## config.mk

```make
export PLATFORM = sky130hd
export DESIGN_NAME = interrupt_halt_register_block_top
export DESIGN_NICKNAME = d
export VERILOG_FILES = /design/src/hdl/ihrb_pkg.sv /design/src/hdl/interrupt_halt_register_block_top.sv /design/src/hdl/ihrb_core.sv
export SDC_FILE = /design/constraint.sdc
export NUM_CORES = 1
export LEC_CHECK = 0
export ABC_AREA = 1
export BUFFER_PORTS_ARGS = -buffer_cell sky130_fd_sc_hd__buf_2
export CORE_UTILIZATION = 45
export DETAILED_ROUTE_END_ITERATION = 10
export MAX_ROUTING_LAYER = met4
export PLACE_DENSITY_LB_ADDON = 0.12
export SYNTH_ARGS = -nofsm -noshare
export SYNTH_HDL_FRONTEND = slang
export SYNTH_SLANG_ARGS = --single-unit
```

## constraint.sdc

```tcl
create_clock -name clk -period 5.42 [get_ports clk]
set_input_delay 0 -clock clk [delete_from_list [all_inputs] [get_ports clk]]
set_output_delay 0 -clock clk [all_outputs]
set_load 0.01 [all_outputs]
```

## src/hdl/ihrb_pkg.sv

```systemverilog
// shared types and register map of the interrupt/halt register block
// no dependencies
`timescale 1ns / 1ps
`default_nettype none

package ihrb_pkg;

  // byte addresses are carried one bit wider so that a + 3 never wraps
  localparam int ADDR_W = 11;
  localparam int OFFS_W = 10;
  localparam int DATA_W = 32;
  localparam int REQ_W  = 16;

  // register map
  localparam logic [ADDR_W-1:0] A_EN        = 11'h200;
  localparam logic [ADDR_W-1:0] A_EN_HI     = 11'h201;
  localparam logic [ADDR_W-1:0] A_IF        = 11'h202;
  localparam logic [ADDR_W-1:0] A_IF_HI     = 11'h203;
  localparam logic [ADDR_W-1:0] A_WAIT      = 11'h204;
  localparam logic [ADDR_W-1:0] A_WAIT_HI   = 11'h205;
  localparam logic [ADDR_W-1:0] A_WAIT_END  = 11'h206;
  localparam logic [ADDR_W-1:0] A_IME       = 11'h208;
  localparam logic [ADDR_W-1:0] A_IME_HI    = 11'h209;
  localparam logic [ADDR_W-1:0] A_IME_END   = 11'h20A;
  localparam logic [ADDR_W-1:0] A_POST      = 11'h300;
  localparam logic [ADDR_W-1:0] A_HALT      = 11'h301;
  localparam logic [ADDR_W-1:0] A_POST_END  = 11'h302;

  localparam int HALT_STOP_BIT = 7;
  localparam int IME_ON_BIT    = 0;

  typedef enum logic [1:0] {
    KIND_READ  = 2'd0,
    KIND_WRITE = 2'd1,
    KIND_IRQ   = 2'd2,
    KIND_NOP   = 2'd3
  } kind_t;

  localparam logic [1:0] SIZE_BYTE = 2'd0;
  localparam logic [1:0] SIZE_HALF = 2'd1;

  typedef struct packed {
    kind_t              kind;
    logic [OFFS_W-1:0]  addr_offset;
    logic [1:0]         access_size;
    logic [DATA_W-1:0]  write_data;
    logic [REQ_W-1:0]   request_bits;
  } item_t;

  typedef struct packed {
    logic [15:0] enable_mask;
    logic [15:0] pending_flags;
    logic [15:0] wait_control;
    logic [15:0] master_enable;
    logic [7:0]  post_boot_flag;
    logic [7:0]  halt_control;
    logic        halted;
  } regs_t;

  typedef struct packed {
    logic [DATA_W-1:0] read_data;
    logic              open_bus;
    logic              irq_raised;
    logic              halt_wakeup;
    logic              halt_entered;
  } result_t;

endpackage

`default_nettype wire

```

## src/hdl/interrupt_halt_register_block_top.sv

```systemverilog
// Interrupt enable/flag, wait control and halt register block.
//
// Input channel (in_valid / in_stall): one beat is a bus read, a bus write or an
// interrupt request event, carried on kind, addr_offset, access_size, write_data and
// request_bits. A beat is taken at a clock edge with in_valid high and in_stall low.
// Output channel (out_valid / out_stall): exactly one result beat per input beat, in
// order: read_data, open_bus, irq_raised, halt_wakeup, halt_entered.
// A taken beat moves from the input register into the result register, which drives the outputs.
// Throughput: one beat per cycle while the receiver does not stall, set by the single decode
// stage between the input register and the result register; register state is updated as a
// beat moves into the result register, so the following beat already sees it.
// When the receiver stalls, the result register holds its beat and the input register
// still takes one more beat; in_stall rises only when both are full.
// Reset (rst, synchronous, active high) empties both stages and clears all registers
// (enable mask, flags, wait control, master enable, post-boot flag, halt control, halted).
`timescale 1ns / 1ps
`default_nettype none

module interrupt_halt_register_block_top (
  input  logic        clk,
  input  logic        rst,
  input  logic        in_valid,
  output logic        in_stall,
  input  logic [1:0]  kind,
  input  logic [9:0]  addr_offset,
  input  logic [1:0]  access_size,
  input  logic [31:0] write_data,
  input  logic [15:0] request_bits,
  output logic        out_valid,
  input  logic        out_stall,
  output logic [31:0] read_data,
  output logic        open_bus,
  output logic        irq_raised,
  output logic        halt_wakeup,
  output logic        halt_entered
);

  ihrb_pkg::item_t   item_in;
  ihrb_pkg::item_t   s1_item;
  logic              s1_valid;
  ihrb_pkg::regs_t   regs;
  ihrb_pkg::regs_t   regs_next;
  ihrb_pkg::result_t res;
  ihrb_pkg::result_t res_q;
  logic              advance;

  // input beat packing
  always_comb begin
    item_in.kind         = ihrb_pkg::kind_t'(kind);
    item_in.addr_offset  = addr_offset;
    item_in.access_size  = access_size;
    item_in.write_data   = write_data;
    item_in.request_bits = request_bits;
  end

  // flow control
  assign advance  = !out_valid || !out_stall;
  assign in_stall = s1_valid && !advance;

  ihrb_core u_core (
    .item      (s1_item),
    .regs      (regs),
    .regs_next (regs_next),
    .res       (res)
  );

  // stage valids and register state
  always_ff @(posedge clk) begin
    if (rst) begin
      s1_valid  <= 1'b0;
      out_valid <= 1'b0;
      regs      <= '0;
    end else begin
      if (!in_stall) s1_valid <= in_valid;
      if (advance) out_valid <= s1_valid;
      if (advance && s1_valid) regs <= regs_next;
    end
  end

  // payload registers
  always_ff @(posedge clk) begin
    if (in_valid && !in_stall) s1_item <= item_in;
    if (advance && s1_valid) res_q <= res;
  end

  assign read_data    = res_q.read_data;
  assign open_bus     = res_q.open_bus;
  assign irq_raised   = res_q.irq_raised;
  assign halt_wakeup  = res_q.halt_wakeup;
  assign halt_entered = res_q.halt_entered;

endmodule

`default_nettype wire

```

## src/hdl/ihrb_core.sv

```systemverilog
// combinational access decode: read assembly, register writes, irq and halt checks
// depends on ihrb_pkg
`timescale 1ns / 1ps
`default_nettype none

module ihrb_core (
  input  ihrb_pkg::item_t   item,
  input  ihrb_pkg::regs_t   regs,
  output ihrb_pkg::regs_t   regs_next,
  output ihrb_pkg::result_t res
);

  // one register byte as seen by the bus
  function automatic logic [7:0] get_byte(input logic [ihrb_pkg::ADDR_W-1:0] a,
                                          input ihrb_pkg::regs_t r);
    logic [7:0] b;
    case (a)
      ihrb_pkg::A_EN:      b = r.enable_mask[7:0];
      ihrb_pkg::A_EN_HI:   b = r.enable_mask[15:8];
      ihrb_pkg::A_IF:      b = r.pending_flags[7:0];
      ihrb_pkg::A_IF_HI:   b = r.pending_flags[15:8];
      ihrb_pkg::A_WAIT:    b = r.wait_control[7:0];
      ihrb_pkg::A_WAIT_HI: b = r.wait_control[15:8];
      ihrb_pkg::A_IME:     b = r.master_enable[7:0];
      ihrb_pkg::A_IME_HI:  b = r.master_enable[15:8];
      ihrb_pkg::A_POST:    b = r.post_boot_flag;
      ihrb_pkg::A_HALT:    b = r.halt_control;
      default:             b = 8'h00;
    endcase
    return b;
  endfunction

  logic [ihrb_pkg::ADDR_W-1:0] a;
  logic [ihrb_pkg::ADDR_W-1:0] last;
  logic [2:0]                  nbytes;
  logic                        ack_wr;
  logic                        halt_wr;
  logic [31:0]                 rd_bytes;

  // access span
  always_comb begin
    a = {1'b0, item.addr_offset};
    case (item.access_size)
      ihrb_pkg::SIZE_BYTE: nbytes = 3'd1;
      ihrb_pkg::SIZE_HALF: nbytes = 3'd2;
      default:             nbytes = 3'd4;
    endcase
    last    = a + {{(ihrb_pkg::ADDR_W-3){1'b0}}, nbytes} - 11'd1;
    ack_wr  = (a <= ihrb_pkg::A_IF) && (last >= ihrb_pkg::A_IF);
    halt_wr = (a <= ihrb_pkg::A_HALT) && (last >= ihrb_pkg::A_HALT);
  end

  // little-endian byte assembly for reads
  always_comb begin
    for (int i = 0; i < 4; i++) begin
      if (3'(i) < nbytes) begin
        rd_bytes[8*i +: 8] = get_byte(a + 11'(i), regs);
      end else begin
        rd_bytes[8*i +: 8] = 8'h00;
      end
    end
  end

  // state update and result flags
  always_comb begin
    logic [ihrb_pkg::ADDR_W-1:0] ba;
    logic [7:0]                  wb;
    logic                        pend;
    regs_next = regs;
    res       = '0;
    ba        = '0;
    wb        = '0;
    pend      = 1'b0;
    case (item.kind)
      ihrb_pkg::KIND_READ: begin
        if (a < ihrb_pkg::A_EN) begin
          res.open_bus = 1'b1;
        end else if (a >= ihrb_pkg::A_WAIT && a < ihrb_pkg::A_IME) begin
          if (a >= ihrb_pkg::A_WAIT_END) res.open_bus = 1'b1;
          else if (nbytes != 3'd4)       res.read_data = rd_bytes;
        end else if (a >= ihrb_pkg::A_IME && a < ihrb_pkg::A_POST) begin
          if (a >= ihrb_pkg::A_IME_END) res.open_bus = 1'b1;
          else if (nbytes != 3'd4)      res.read_data = rd_bytes;
        end else if (a >= ihrb_pkg::A_POST) begin
          if (a >= ihrb_pkg::A_POST_END) res.open_bus = 1'b1;
          else if (nbytes == 3'd1 && a != ihrb_pkg::A_HALT) res.read_data = rd_bytes;
        end else begin
          res.read_data = rd_bytes;
        end
      end
      ihrb_pkg::KIND_WRITE: begin
        // flag acknowledge covers the flag register; other bytes are not stored, save a word write's enable mask
        if (ack_wr) begin
          if (nbytes == 3'd1) begin
            if (a == ihrb_pkg::A_IF) begin
              regs_next.pending_flags = regs.pending_flags & ~{8'h00, item.write_data[7:0]};
            end else begin
              regs_next.pending_flags = regs.pending_flags & ~{item.write_data[7:0], 8'h00};
            end
          end else if (nbytes == 3'd2) begin
            regs_next.pending_flags = regs.pending_flags & ~item.write_data[15:0];
          end else begin
            regs_next.enable_mask   = item.write_data[15:0];
            regs_next.pending_flags = regs.pending_flags & ~item.write_data[31:16];
          end
        end else begin
          for (int i = 0; i < 4; i++) begin
            ba = a + 11'(i);
            wb = item.write_data[8*i +: 8];
            if (3'(i) < nbytes) begin
              case (ba)
                ihrb_pkg::A_EN:      regs_next.enable_mask[7:0]    = wb;
                ihrb_pkg::A_EN_HI:   regs_next.enable_mask[15:8]   = wb;
                ihrb_pkg::A_WAIT:    regs_next.wait_control[7:0]   = wb;
                ihrb_pkg::A_WAIT_HI: regs_next.wait_control[15:8]  = wb;
                ihrb_pkg::A_IME:     regs_next.master_enable[7:0]  = wb;
                ihrb_pkg::A_IME_HI:  regs_next.master_enable[15:8] = wb;
                ihrb_pkg::A_POST:    regs_next.post_boot_flag      = wb;
                ihrb_pkg::A_HALT:    regs_next.halt_control        = wb;
                default:             ;
              endcase
            end
          end
        end
        pend = |(regs_next.pending_flags & regs_next.enable_mask);
        if (halt_wr) begin
          // halt entry, stop mode ignored
          if (!regs_next.halt_control[ihrb_pkg::HALT_STOP_BIT] && !pend) begin
            regs_next.halted = 1'b1;
            res.halt_entered = 1'b1;
          end
        end else if (pend) begin
          res.irq_raised   = regs_next.master_enable[ihrb_pkg::IME_ON_BIT];
          res.halt_wakeup  = !regs_next.master_enable[ihrb_pkg::IME_ON_BIT] && regs.halted;
          regs_next.halted = 1'b0;
        end
      end
      ihrb_pkg::KIND_IRQ: begin
        regs_next.pending_flags = regs.pending_flags | item.request_bits;
        pend = |(regs_next.pending_flags & regs.enable_mask);
        if (pend) begin
          res.irq_raised   = regs.master_enable[ihrb_pkg::IME_ON_BIT];
          res.halt_wakeup  = !regs.master_enable[ihrb_pkg::IME_ON_BIT] && regs.halted;
          regs_next.halted = 1'b0;
        end
      end
      default: ;
    endcase
  end

endmodule

`default_nettype wire

```

# Yosys cells after proc, flatten, opt, wreduce, memory -nomap -nowiden
# Cells that the tools add are included.
# classes
n_addsub	5
order_cmp	17
n_eq_ne	51
n_mux	84
bitwise_logic	12
reduce_logical	31
# op_table
operator	n
$eq A11 B10 Y1 const B	30
$pmux W8 S10	4
$mux W48	6
$mux W8	36
$mux W16	13
$mux W32	6
$eq A10 B10 Y1 const B	10
$and A16 B16 Y16	6
$mux W33	2
$ge A10 B10 Y1 const B	6
$not A16 Y16	3
$pmux W16 S2	1
$reduce_or A16 Y1	2
$lt A10 B10 Y1 const B	3
$add A10 B2 Y11 const B	2
$ge A11 B10 Y1 const B	2
$le A10 B10 Y1 const B	2
$not A8 Y16	1
$or A16 B16 Y16	1
$add A10 B1 Y11 const B	1
$add A10 B3 Y11	1
$logic_and A1 B1 Y1	11
$sub A11 B1 Y11 const B	1
$mux W1	10
other kinds (24)	40
# word_totals
reg_bits	181
in_bits	66
out_inout_bits	38
elab_cells	221

# Longest topological paths before layout
# logic_depth
ltp_word	19
mapped_depth	36
depth_no_buf	32

# Hierarchy
# From an unflattened synthesis, not the netlist that was laid out.
# hier_totals
hier_cells	2497
area_unflattened_um2	15914.0
# by_module_without_submodules
module	n_inst	cells_per_inst	area_per_inst_um2	seq_area_each_um2
ihrb_core	1	1857	9282.7	0.0
interrupt_halt_register_block_top	1	640	6631.4	4604.4

# Worst setup path after synthesis
# OpenSTA, ideal clock, no wires.
# synth_path
path_type	register to register
startpoint	register s1_item[49] (netlist name)
endpoint	register res_q (netlist bit irq_raised), data pin
setup_time_ns	0.256
t_arrival_ns	4.084
required_ns	5.164
setup_slack_ns	1.080
path_stages_with_launch	32
path_buffers	6
synth_period_minus_slack_ns	4.340
cell_sequence	edfxtp_1 -> clkbuf_1 -> nor2_1 -> inv_1 -> buf_2 -> clkbuf_1 -> ha_1 -> buf_2 -> inv_1 -> ha_1 -> inv_1 -> fa_1 -> nand3_1 -> nand3_1 -> nand3_1 -> nand2_1 -> nand2_1 -> nand2_1 -> nand2_1 -> nand2_1 -> nor2_4 -> buf_6 -> buf_4 -> nand2_1 -> nand3_2 -> nand2_1 -> nor2_2 -> nand2_2 -> nor2_4 -> a21oi_1 -> nand3_1 -> a21oi_1
# synth_lines
element	line_no	text
from (decl)	interrupt_halt_register_block_top.sv:39	ihrb_pkg::item_t s1_item;
from (signal assigned)	interrupt_halt_register_block_top.sv:82	if (in_valid && !in_stall) s1_item <= item_in;
to (signal assigned)	interrupt_halt_register_block_top.sv:83	if (advance && s1_valid) res_q <= res;
to (decl)	interrupt_halt_register_block_top.sv:44	ihrb_pkg::result_t res_q;

# Worst setup path after layout
# layout_path
startpoint	register s1_item[51] (netlist name)
endpoint	register regs[47] (netlist name)
# layout_between
elab_chain_len	11
elab_cells_between_ends	24
classes_between	5 x add/sub; 2 x order compare; 5 x eq/ne; 10 x mux; 2 x reduce/logical
# layout_lines
element
parallel branches: the longest is 11 deep, another holds $add A10 B3 Y11
# Several ways; the timed one is not identified. The select of a mux whose other input is x is not followed.
# A chain may end at the register's enable or synchronous reset.

==> reports/qor.csv <==
metric;value;unit
clk_path_buf_depth;2;
io_buffers;103;
dpl.hpwl;55000;um
drive_above_1_share;0.118;
dieArea;32500;um2
cts-root-buf;clkbuf_16;
endpoint_kind;flip-flop;
hold_viol_final;0;
antenna_found_initial;0;
powerDensity;223;nW/um2
hold_class;input pin to flip-flop;
slowest_stage;edfxtp_1;
critical_path_required;5.82;ns
r2r_setup_slack;0.71;ns
maxCapViolCount;0;
cts_buffers;17;
first_pass_iters;7;
synthDistinctLibCells;59;
stdcell_count;2573;
avgViaCountPerCell;6.68;
ir_drop;0.230;mV
regArea;4600;um2
cellLeakagePower;0.00686;uW
cts_tree;done;
gr-total-overflow;0;
grt_pass1_wl;106000;um
syn_area_per_cell;7.01;um2
drt_iter0_drc;2956;
multi_input_area;8150;um2
core_area;30900;um2
netlist_area;14300;um2
crit_path_cell_trace;inv_4 > ha_1 > inv_1 > ha_1 > fa_1 > nand3_1 > nand4_1 > nand2_1 > nand3_1 > nor2_1 > nand2_1 > nor2_1 > nor2_4 > nor2_2 > clkinv_1 > buf_4 > a21oi_1 > o21ai_0 > inv_1;
worst_path_largest_cell_delay;0.77;ns
cp_max_fo;33;
skew;0.0221;ns
crit_type;flip-flop to flip-flop;
fin_crit_sh;0.868;
routed_wirelength;74100;um
dp.cells;2476;
io_pins;104;
start_util;0.463;
synth_edf_count;98;
syn-num-nets;2142;
netlist_instances;2041;
nNetsFinal;2265;
fin_tns_setup;0;ns
worst_pin_slew;1.19;ns
cts_setup_buffers;0;
synth_top_area_frac;0.206;
layout_min_cycle_time;4.71;ns
status;finished clean;
die_h;180;um
synth_ff_type;edfxtp_1;
row_count;64;
antenna_cells;0;
grt_pass1_vias;15500;
power;3650;uW
async_flop_share;0;
insertion_delay;0.47;ns
synth_top_area_cell;edfxtp_1;
place.gp.congestion;1.11;
ant_nets;0;
vias;17200;
slew_headroom;0.205;
slew_viol_final;0;
wl_per_cell;28.8;um
drt_drc_violations_left;0;
synthToLayoutAreaGrowth;14.2;%
fmax;212;MHz
fillCellCount;3031;
yosys_warnings;0;
crit_arrival;5.11;ns
grt_max_degree;63;
cp-start-kind;flip-flop;
grt_usage;0.461;
rsz0062_at_grt;false;
die_w;180;um
cts_max_level;4;
seq_area_frac_synth;0.322;
clkTransAtPathRegs;0.08;ns
ys_ff_latch;181;
clock_sinks;181;
synth_area_leaders;edfxtp_1 21%, dfxtp_1 12%, nand2_1 9.6%;
setup_violations;0;
[through the flow]
step                      setup slack (ns)  instance area, um2   util  hold slack (ns)
after CTS                            0.800               16300  0.529            0.167
after global placement               0.956               15100  0.490            0.176
after floorplan                       1.08               14300      -           0.0989
after detailed placement             0.893               15100  0.490            0.178
after global routing                 0.498               16300  0.529            0.219
final                                0.714               16300  0.529            0.209
[synthesized netlist by cell type, types with 3 or more instances]
master	n
inv_1	268
inv_2	17
dfxtp_1	83
buf_4	4
nand2_1	365
edfxtp_1	98
a2111oi_0	9
nand4_1	23
nand3_1	143
buf_2	16
a41oi_1	3
nor2_4	8
a211oi_1	19
a221oi_1	15
clkinv_1	4
o221ai_1	11
nand2_2	15
nor2_2	18
a31oi_1	33
buf_6	6
nor2_1	145
o21ai_1	8
xor2_1	3
o211ai_1	142
a21oi_1	117
nand3_2	7
o21ai_2	3
clkbuf_1	71
o2111ai_1	12
o21ai_0	146
nor3_1	21
o22ai_1	123
ha_1	34
nand2_4	3
nor4_1	15
[cell type report]
class / count / share of cell area
multi-input cells: 1468 / 0.499
clock buffers: 18 / 0.0263
repair buffers: 204 / 0.0879
flip-flops and latches: 181 / 0.282
clock inverters: 14 / 0.00773
inverters: 292 / 0.0675
well taps: 396 / 0.0303
[sequential cells by signal, indices dropped and copies added (netlist names)]
signal        count
regs             81
s1_item          62
read_data        32
halt_entered      1
halt_wakeup       1
irq_raised        1
open_bus          1
out_valid         1
s1_valid          1
[logic make-up after synthesis]
kind of cell,after synthesis,synth area share
compound gates,654,0.288
simple gates,774,0.246
flops,181,0.322
buf+inv,392,0.109
fa+ha+maj,35,0.0311
xor+xnor,5,0.00411
[cell usage in the layout, fill, tap and decap left out, drive strengths merged, types with 65 or more instances in the layout]
| cell | count |
|---|---|
| dfxtp | 83 |
| o21ai | 157 |
| dlygate4sd3 | 65 |
| nand2 | 383 |
| inv | 291 |
| o211ai | 142 |
| o22ai | 123 |
| a21oi | 118 |
| edfxtp | 98 |
| nor2 | 173 |
| buf | 139 |
| nand3 | 152 |
[critical path, delay by kind of cell (launching register included)]
kind,cells,cell delay [ns]
adders and majority gates,3,1.08
DFF,1,0.77
and+or+nand+nor,9,1.04
buffers and inverters,5,1.46
AOI/OAI and AO/OA,2,0.26
[report_power, final]
part,switching [uW],internal [uW],total (uW)
Combinational,545,228,773
Sequential,112,1520,1630
Clock,608,637,1240
Total,1260,2380,3650
[layer usage]
layer	global-route usage	up-vias	part of all wire
li1	-	7505	-
met3	0.135	274	0.13
met5	-	-	0
met4	0.250	0	0.064
met1	0.591	7977	0.40
met2	0.648	1429	0.41
[worst paths after layout]
path | to | start | depth (start not counted)
worst max register to register | regs[47]$_SDFFE_PP0P_ | s1_item[51]$_DFFE_PP_ | 19
worst min-delay path | regs[49]$_SDFFE_PP0P_ | rst | 3
worst min register to register | out_valid$_SDFFE_PP0N_ | s1_valid$_SDFFE_PP0N_ | 2
worst max-delay path | regs[47]$_SDFFE_PP0P_ | s1_item[51]$_DFFE_PP_ | 19
[timing repair]
item,in CTS,in global routing
hold endpoints to repair,64,0
setup endpoints to repair,0,0
hold buffers,65,0
gates resized for setup,0,0
Power figures use the tool's default switching activity.
